==> src/bprt_pkg.sv <==
// shared types and constants for the button press repeat tracker
package bprt_pkg;

  localparam int MASK_W  = 9;
  localparam int TIME_W  = 32;
  localparam int MS_W    = 16;
  localparam int SEL_W   = 4;
  localparam int TALLY_W = 8;
  localparam int CFG_IDX_W = 2;

  localparam logic [MS_W-1:0] PRESS_MS_RESET        = 16'd50;
  localparam logic [MS_W-1:0] REPEAT_START_MS_RESET = 16'd1000;
  localparam logic [MS_W-1:0] REPEAT_PERIOD_MS_RESET = 16'd100;

  localparam logic [CFG_IDX_W-1:0] CFG_PRESS_MS         = 2'd0;
  localparam logic [CFG_IDX_W-1:0] CFG_REPEAT_START_MS  = 2'd1;
  localparam logic [CFG_IDX_W-1:0] CFG_REPEAT_PERIOD_MS = 2'd2;

  typedef enum logic [1:0] {
    CMD_UPDATE = 2'd0,
    CMD_CLEAR  = 2'd1,
    CMD_ACK    = 2'd2,
    CMD_NOP    = 2'd3
  } cmd_t;

  typedef enum logic [2:0] {
    PH_WAIT_RELEASE = 3'd0,
    PH_WAIT_PRESS   = 3'd1,
    PH_PRESSED      = 3'd2,
    PH_REP_START    = 3'd3,
    PH_REPEATING    = 3'd4
  } phase_t;

  typedef struct packed {
    logic repeated;
    logic clicked;
    logic released;
  } events_t;

  typedef struct packed {
    logic repeating;
    logic let_go;
    logic held;
  } status_t;

  typedef struct packed {
    logic [MS_W-1:0] press_ms;
    logic [MS_W-1:0] repeat_start_ms;
    logic [MS_W-1:0] repeat_period_ms;
  } cfg_t;

  typedef struct packed {
    logic update;
    logic clear;
    logic ack;
    logic down;
    logic hit;
  } lane_ctrl_t;

  typedef struct packed {
    logic               fired;
    events_t            events;
    status_t            status;
    logic [TALLY_W-1:0] tally;
  } lane_view_t;

  typedef struct packed {
    cmd_t              cmd;
    logic [MASK_W-1:0] pressed_mask;
    logic [TIME_W-1:0] now_ms;
    logic [MASK_W-1:0] channel_mask;
    logic [SEL_W-1:0]  count_select;
  } sample_t;

  typedef struct packed {
    logic [MASK_W-1:0]  fired_mask;
    logic [MASK_W-1:0]  clicked_events;
    logic [MASK_W-1:0]  released_events;
    logic [MASK_W-1:0]  repeated_events;
    logic [MASK_W-1:0]  held_flags;
    logic [MASK_W-1:0]  let_go_flags;
    logic [MASK_W-1:0]  repeating_flags;
    logic [TALLY_W-1:0] selected_clicks;
  } result_t;

endpackage

==> src/button_press_repeat_tracker_unit.sv <==
// top level of the button press repeat tracker
//
//  channel  | direction | handshake            | payload
//  ---------+-----------+----------------------+---------------------------
//  sample   | in        | sample_valid/stall   | sample_t command item
//  result   | out       | result_valid/stall   | result_t flags and count
//  cfg      | in        | cfg_valid/cfg_ready  | cfg_index, cfg_data
//
// one transaction per cycle while sample_stall is low; every channel lane
// steps in the same cycle and the merge stage registers the result for the next cycle
// sample_stall rises only while a result is held and result_stall is high
// synchronous reset puts all lanes in wait for release with cleared flags
// and loads the default hold times; cfg_ready is always high
module button_press_repeat_tracker_unit
  import bprt_pkg::*;
#(
  parameter int CHANNELS = 9
) (
  input  logic                 clk,
  input  logic                 rst,
  input  logic                 sample_valid,
  output logic                 sample_stall,
  input  sample_t              sample,
  output logic                 result_valid,
  input  logic                 result_stall,
  output result_t              result,
  input  logic                 cfg_valid,
  output logic                 cfg_ready,
  input  logic [CFG_IDX_W-1:0] cfg_index,
  input  logic [MS_W-1:0]      cfg_data
);

  cfg_t       cfg;
  logic       accept;
  lane_view_t views [CHANNELS];

  assign cfg_ready    = 1'b1;
  assign sample_stall = result_valid && result_stall;
  assign accept       = sample_valid && !sample_stall;

  always_ff @(posedge clk) begin
    if (rst) begin
      cfg.press_ms         <= PRESS_MS_RESET;
      cfg.repeat_start_ms  <= REPEAT_START_MS_RESET;
      cfg.repeat_period_ms <= REPEAT_PERIOD_MS_RESET;
    end else if (cfg_valid && cfg_ready) begin
      unique case (cfg_index)
        CFG_PRESS_MS:         cfg.press_ms         <= cfg_data;
        CFG_REPEAT_START_MS:  cfg.repeat_start_ms  <= cfg_data;
        CFG_REPEAT_PERIOD_MS: cfg.repeat_period_ms <= cfg_data;
        default: begin
        end
      endcase
    end
  end

  always_ff @(posedge clk) begin
    if (rst) begin
      result_valid <= 1'b0;
    end else if (accept) begin
      result_valid <= 1'b1;
    end else if (!result_stall) begin
      result_valid <= 1'b0;
    end
  end

  for (genvar c = 0; c < CHANNELS; c++) begin : g_lane
    lane_ctrl_t ctrl;

    assign ctrl.update = accept && (sample.cmd == CMD_UPDATE);
    assign ctrl.clear  = accept && (sample.cmd == CMD_CLEAR);
    assign ctrl.ack    = accept && (sample.cmd == CMD_ACK);

    if (c < MASK_W) begin : g_wired
      assign ctrl.down = sample.pressed_mask[c];
      assign ctrl.hit  = sample.channel_mask[c];
    end else begin : g_unwired
      assign ctrl.down = 1'b0;
      assign ctrl.hit  = 1'b0;
    end

    bprt_lane u_lane (
      .clk    (clk),
      .rst    (rst),
      .cfg    (cfg),
      .ctrl   (ctrl),
      .now_ms (sample.now_ms),
      .view   (views[c])
    );
  end

  bprt_merge #(
    .CHANNELS (CHANNELS)
  ) u_merge (
    .clk          (clk),
    .load         (accept),
    .views        (views),
    .count_select (sample.count_select),
    .result       (result)
  );

endmodule

==> src/bprt_lane.sv <==
// per-channel press, click and repeat state machine
module bprt_lane
  import bprt_pkg::*;
(
  input  logic              clk,
  input  logic              rst,
  input  cfg_t              cfg,
  input  lane_ctrl_t        ctrl,
  input  logic [TIME_W-1:0] now_ms,
  output lane_view_t        view
);

  phase_t             phase, phase_next;
  logic [TIME_W-1:0]  mark_time, mark_time_next;
  events_t            events, events_next;
  status_t            status, status_next;
  logic [TALLY_W-1:0] tally, tally_next;
  logic               fired;

  logic [TIME_W-1:0] elapsed;
  logic [MS_W-1:0]   limit;
  logic              press_due;
  logic              repeat_due;

  assign elapsed    = now_ms - mark_time;
  assign limit      = (phase == PH_REP_START) ? cfg.repeat_start_ms : cfg.repeat_period_ms;
  assign press_due  = elapsed >= {{(TIME_W-MS_W){1'b0}}, cfg.press_ms};
  assign repeat_due = elapsed >= {{(TIME_W-MS_W){1'b0}}, limit};

  always_comb begin
    phase_next = phase;
    unique case (phase) inside
      PH_WAIT_PRESS: begin
        if (ctrl.down) phase_next = PH_PRESSED;
      end
      PH_PRESSED: begin
        if (!ctrl.down) phase_next = PH_WAIT_PRESS;
        else if (press_due) phase_next = PH_REP_START;
      end
      PH_REP_START, PH_REPEATING: begin
        if (!ctrl.down) phase_next = PH_PRESSED;
        else if (repeat_due) phase_next = PH_REPEATING;
      end
      default: begin
        phase_next = ctrl.down ? PH_WAIT_RELEASE : PH_WAIT_PRESS;
      end
    endcase
  end

  always_comb begin
    mark_time_next = mark_time;
    events_next    = events;
    status_next    = status;
    tally_next     = tally;
    fired          = 1'b0;
    unique case (phase) inside
      PH_WAIT_PRESS: begin
        if (ctrl.down) begin
          mark_time_next = now_ms;
          tally_next     = '0;
        end
      end
      PH_PRESSED: begin
        if (ctrl.down) begin
          if (press_due) begin
            fired               = 1'b1;
            mark_time_next      = now_ms;
            events_next.clicked = 1'b1;
            status_next.held    = 1'b1;
            tally_next          = tally + 1'b1;
          end
        end else if (status.held) begin
          events_next.released  = 1'b1;
          status_next.let_go    = 1'b1;
          status_next.held      = 1'b0;
          status_next.repeating = 1'b0;
        end
      end
      PH_REP_START, PH_REPEATING: begin
        if (ctrl.down) begin
          if (repeat_due) begin
            fired                 = 1'b1;
            mark_time_next        = now_ms;
            events_next.clicked   = 1'b1;
            events_next.repeated  = 1'b1;
            status_next.repeating = 1'b1;
            tally_next            = tally + 1'b1;
          end
        end else begin
          mark_time_next = now_ms;
        end
      end
      default: begin
      end
    endcase
  end

  always_ff @(posedge clk) begin
    if (rst) begin
      phase     <= PH_WAIT_RELEASE;
      mark_time <= '0;
      events    <= '0;
      status    <= '0;
      tally     <= '0;
    end else if (ctrl.update) begin
      phase     <= phase_next;
      mark_time <= mark_time_next;
      events    <= events_next;
      status    <= status_next;
      tally     <= tally_next;
    end else if (ctrl.hit && ctrl.clear) begin
      events <= '0;
    end else if (ctrl.hit && ctrl.ack) begin
      events.clicked <= 1'b0;
    end
  end

  // update shows post-step state, other commands show current state
  always_comb begin
    if (ctrl.update) begin
      view.fired  = fired;
      view.events = events_next;
      view.status = status_next;
      view.tally  = tally_next;
    end else begin
      view.fired  = 1'b0;
      view.events = events;
      view.status = status;
      view.tally  = tally;
    end
  end

endmodule

==> src/bprt_merge.sv <==
// gathers lane views into the registered result
module bprt_merge
  import bprt_pkg::*;
#(
  parameter int CHANNELS = 9
) (
  input  logic             clk,
  input  logic             load,
  input  lane_view_t       views [CHANNELS],
  input  logic [SEL_W-1:0] count_select,
  output result_t          result
);

  result_t merged;

  always_comb begin
    merged = '0;
    for (int c = 0; c < CHANNELS; c++) begin
      if (c < MASK_W) begin
        merged.fired_mask[c]      = views[c].fired;
        merged.clicked_events[c]  = views[c].events.clicked;
        merged.released_events[c] = views[c].events.released;
        merged.repeated_events[c] = views[c].events.repeated;
        merged.held_flags[c]      = views[c].status.held;
        merged.let_go_flags[c]    = views[c].status.let_go;
        merged.repeating_flags[c] = views[c].status.repeating;
      end
      if (int'(count_select) == c) merged.selected_clicks = views[c].tally;
    end
  end

  always_ff @(posedge clk) begin
    if (load) result <= merged;
  end

endmodule

==> config.mk <==
export PLATFORM = sky130hd
export DESIGN_NAME = button_press_repeat_tracker_unit
export DESIGN_NICKNAME = d
export VERILOG_FILES = /design/src/bprt_pkg.sv /design/src/button_press_repeat_tracker_unit.sv /design/src/bprt_lane.sv /design/src/bprt_merge.sv
export SDC_FILE = /design/constraint.sdc
export NUM_CORES = 2
export LEC_CHECK = 0
export BUFFER_PORTS_ARGS = -buffer_cell sky130_fd_sc_hd__buf_2
export CAP_MARGIN = 20
export CORE_AREA = 2 2 412 414
export DETAILED_ROUTE_END_ITERATION = 10
export DIE_AREA = 0 0 414 416
export GPL_TIMING_DRIVEN = 0
export PLACE_DENSITY_LB_ADDON = 0.05
export SETUP_SLACK_MARGIN = 0.5
export SLEW_MARGIN = 40
export SYNTH_ARGS = -nofsm -noshare
export SYNTH_HDL_FRONTEND = slang
export SYNTH_SLANG_ARGS = --single-unit
==> constraint.sdc <==
create_clock -name clk -period 6.63 [get_ports clk]
set_clock_uncertainty 0.15 [all_clocks]
set_input_delay 0.3315 -clock clk [delete_from_list [all_inputs] [get_ports clk]]
set_output_delay 0.3315 -clock clk [all_outputs]
set_load 0.02 [all_outputs]
==> summary.log <==
INFO  run_status     outcome=finished, final reports clean
INFO  floorplan      io_pins=153
INFO  routing        dr.pass1.iters=6
INFO  logic_synthesis distinct_cell_type_count_of_the_synthesized_netlist=98
INFO  cells_and_area layout_common_cells=sky130_fd_sc_hd__nor2_1, sky130_fd_sc_hd__ha_1, sky130_fd_sc_hd__a21oi_1
INFO  clocking       ctsRootBufferMaster=sky130_fd_sc_hd__clkbuf_16
INFO  routing        routed_wl=236000um
INFO  timing         final-setup-viol-count=0
INFO  setup_path     critical_path.endpoint=u_merge.result[6]$_DFFE_PP_
INFO  floorplan      floorplan.initialDensity=29.7%
INFO  setup_path     reg2reg_setup_slack=0.50ns
INFO  logic_synthesis synth_area_leader_cell=sky130_fd_sc_hd__dfxtp_1
INFO  logic_synthesis synth_enable_flop_cells=71
INFO  timing         max_freq=0.163GHz
INFO  clocking       cts_max_level=3
INFO  setup_path     worstSetupPathType=flop to flop
INFO  setup_path     worstPathMaxFanout=5
INFO  logic_synthesis synthesis.area=0.0499sqmm
INFO  routing        via_per_inst=5.50
INFO  logic_synthesis postSynth.topFlopCell=sky130_fd_sc_hd__dfxtp_1
INFO  global_routing grt_pass1_wl=335000um
INFO  timing         final-max-slew-violation-count=0
INFO  setup_path     critical_path.startpoint=g_lane[2].u_lane.mark_time[0]$_SDFFE_PP0P_
INFO  floorplan      die_w=414um
INFO  floorplan      fp.dieArea=0.172sqmm
INFO  logic_synthesis number_of_cells_produced_by_synthesis=6413
INFO  power_and_ir_drop vdd.ir_drop.worst=220uV
INFO  setup_path     critical_path_buf_inv_count=4
INFO  power_and_ir_drop design_power_total=11000uW
INFO  power_and_ir_drop power_per_cell_area=184mW/mm^2
INFO  clocking       cts-root-to-sink-buffers=3
INFO  setup_path     cp_data_required_time=6.92ns
INFO  clocking       cts_sink_cnt=561
INFO  global_routing grt_pass1_vias=47600
INFO  logic_synthesis synth_sequential_area_ratio=23.9%
INFO  global_routing grt_max_degree=51
INFO  placed_design  port_buffers=146
INFO  clocking       clock_edge_transition_at_the_registers_on_the_reported_setup_and_hold_paths=0.06ns
INFO  global_routing antenna_violations_before_repair=15
INFO  placed_design  dp_worst_setup_slack=-2.16ns
INFO  floorplan      die_height=416um
INFO  logic_synthesis ys_async_sr_fraction=0%
INFO  floorplan      placement_rows=151
INFO  setup_path     setup.worst_path.end_class=flop
INFO  logic_synthesis yosys_register_bits=561
INFO  routing        via_count=49700
INFO  setup_path     worst_path_dominant_cell_family=simple AND/OR/NAND/NOR gates
INFO  logic_synthesis synth.net_count=7077
INFO  clocking       clk_latency_worst_skew_pair=0.72ns
INFO  global_routing grt_overflow_total=0
INFO  routing        drc=0
INFO  timing         rsz0062_at_grt=yes
INFO  clocking       cts_made_buffers=75
INFO  floorplan      core-area=0.168sqmm
INFO  timing         tcrit_tclk_final=92.5%
INFO  cells_and_area layout.nets=7423
INFO  cells_and_area drive_above_1_share=11.9%
INFO  timing         final-hold-violation-count=0
INFO  placed_design  gp_congestion=0.931
INFO  timing         post-route-worst-setup-slack=0.497ns
INFO  setup_path     critical_path.slowest_cell=sky130_fd_sc_hd__or4_4
INFO  setup_path     rr_endpoint=u_merge.result[6]$_DFFE_PP_
INFO  timing         final.min_clock_period=6.13ns
INFO  timing         setup-tns-final=0ns
INFO  cells_and_area syn_to_final_growth=19.8%
INFO  setup_path     worst-r2r-cell-count=25
INFO  logic_synthesis synth_area_leaders=sky130_fd_sc_hd__dfxtp_1, sky130_fd_sc_hd__ha_1, sky130_fd_sc_hd__mux2i_1
INFO  placed_design  hpwl_detailed=186000um
INFO  routing        avgRoutedWirePerCell=26.1um
INFO  setup_path     crit_cells=25
INFO  setup_path     timing.rr.start=g_lane[2].u_lane.mark_time[0]$_SDFFE_PP0P_
INFO  routing        drt_first_iter_violations=3711
INFO  logic_synthesis synthDominantCellAreaShare=19.6%
INFO  job            timing.max_cap.violations=0
INFO  cells_and_area commonest_non_fill_non_tap_cell_in_the_layout=sky130_fd_sc_hd__nor2_1
INFO  power_and_ir_drop power_leakage=0.0238uW
INFO  routing        detail-route-antenna-nets=0
INFO  timing         tightest_slew=0.938ns
INFO  worst_hold_path worst_hold_path_type=primary input to flop
INFO  timing         slew_headroom=37.1%
INFO  setup_path     slowest_delay=0.49ns
INFO  logic_synthesis synth.yosys.warnings=0
INFO  setup_path     worst-endpoint-arrival=6.42ns
INFO  clocking       cts_tree=done
INFO  setup_path     worstSetupStartpointType=flop
INFO  global_routing track_usage=26.5%
INFO  logic_synthesis syn-mean-instance-area=7.79squm
[cell families (layout without fill, tap and decap cells)]
group	Yosys count	after routing	share of synthesized area (%)
compound gates	1787	1787	23.3
xor+xnor	199	199	3.49
fa+ha+maj	585	585	14.8
buf+inv	741	1146	5.66
flops	561	561	23.9
mux	441	441	8.89
other cells	1	9	0.00751
simple gates	2098	2098	20.0
[layout make-up]
class | instances | area, sq um
Inverter | 416 | 1570
Tap cell | 2218 | 2780
Clock buffer | 97 | 2090
Buffer | 325 | 1400
Clock inverter | 39 | 474
Sequential cell | 561 | 11900
Antenna cell | 8 | 20.0
Fill cell | 17900 | 108000
Multi-Input combinational cell | 5111 | 37500
Timing Repair Buffer | 269 | 2080
[power by group]
| part | switching, uW | leakage [uW] | internal [uW] |
|---|---|---|---|
| clock | 1800 | 0.00126 | 2520 |
| combinational | 2080 | 0.0178 | 1080 |
| sequential | 18.3 | 0.00467 | 3490 |
| total | 3900 | 0.0238 | 7080 |
[worst min-delay path by stage]
stage / end / slack [ns] / start / cells past startpoint
CTS: g_lane[6].u_lane.phase[2]$_SDFFE_PP0P_ / 0.02 / sample[51] / 5
global route: g_lane[6].u_lane.phase[2]$_SDFFE_PP0P_ / 0.09 / sample[51] / 5
global placement: g_lane[5].u_lane.events[1]$_SDFFE_PP0P_ / 0.29 / g_lane[5].u_lane.events[1]$_SDFFE_PP0P_ / 2
detailed placement: g_lane[8].u_lane.events[1]$_SDFFE_PP0P_ / 0.29 / g_lane[8].u_lane.events[1]$_SDFFE_PP0P_ / 2
finish: g_lane[6].u_lane.phase[2]$_SDFFE_PP0P_ / 0.06 / sample[51] / 5
floorplan: g_lane[5].u_lane.events[1]$_SDFFE_PP0P_ / 0.28 / g_lane[5].u_lane.events[1]$_SDFFE_PP0P_ / 2
[synthesized netlist by cell type (all sizes together), types with 15 or more instances]
library cell	n
nor2	702
a21oi	577
ha	576
nand2	530
dfxtp	490
mux2i	419
inv	415
o21ai	309
clkbuf	267
nand3	162
a21o	146
xnor2	119
nand2b	106
nor3	101
o21a	94
a211oi	83
nor2b	82
xor2	80
nand4	76
edfxtp	71
and3	59
buf	58
a31oi	57
o211ai	57
and2	52
nor4	40
a211o	39
o21bai	37
o2111ai	35
o31ai	35
a2111oi	34
a22oi	33
or2	33
or3	30
nand3b	29
o22ai	29
a221oi	25
nor3b	24
mux2	22
and4	19
a21boi	17
o221ai	17
nor4b	15
or4	15
[state kept, by name, indices dropped and copies added, names as in the netlist]
signal / count
g_lane.u_lane.mark_time: 288
g_lane.u_lane.tally: 72
u_merge.result: 71
cfg: 48
g_lane.u_lane.events: 27
g_lane.u_lane.phase: 27
g_lane.u_lane.status: 27
result_valid: 1
[tightest hold or removal path, stage by stage]
cell,delay [ns]
sky130_fd_sc_hd__buf_2,0.15
sky130_fd_sc_hd__nand2b_1,0.12
sky130_fd_sc_hd__o21ai_0,0.08
sky130_fd_sc_hd__a21oi_1,0.14
sky130_fd_sc_hd__nor2_1,0.05
[stage by stage]
step | util (%) | instances | instance area, sq um | hold slack, ns
6_report | 35.6 | 9044 | 59800 | 0.0606
4_1_cts | 35.1 | 9009 | 59000 | 0.0164
3_5_place_dp | 32.4 | 8795 | 54400 | 0.294
3_3_place_gp | 31.8 | 8777 | 53400 | 0.289
5_1_grt | 35.6 | 9037 | 59800 | 0.0858
2_1_floorplan | - | 6413 | 49900 | 0.281
[routing by layer]
metal | share of wire [%] | vias to the layer above | global-route usage (%)
met5 | 0.0085 | - | 0
met4 | 4.0 | 2 | 9.82
met3 | 4.1 | 265 | 2.30
met2 | 45 | 1260 | 43.6
met1 | 46 | 24200 | 36.1
li1 | - | 24000 | -
[what timing repair did]
action                                  4_1_cts  5_1_grt
buffers inserted                             41       26
endpoints found under the setup margin      380      116
pin swaps                                    60       58
endpoints found under the hold margin        90        0
gates resized for setup                     221      140
cloned                                        0        0
hold buffers                                 37        0
Note: power is estimated with default switching activity, not from simulation.
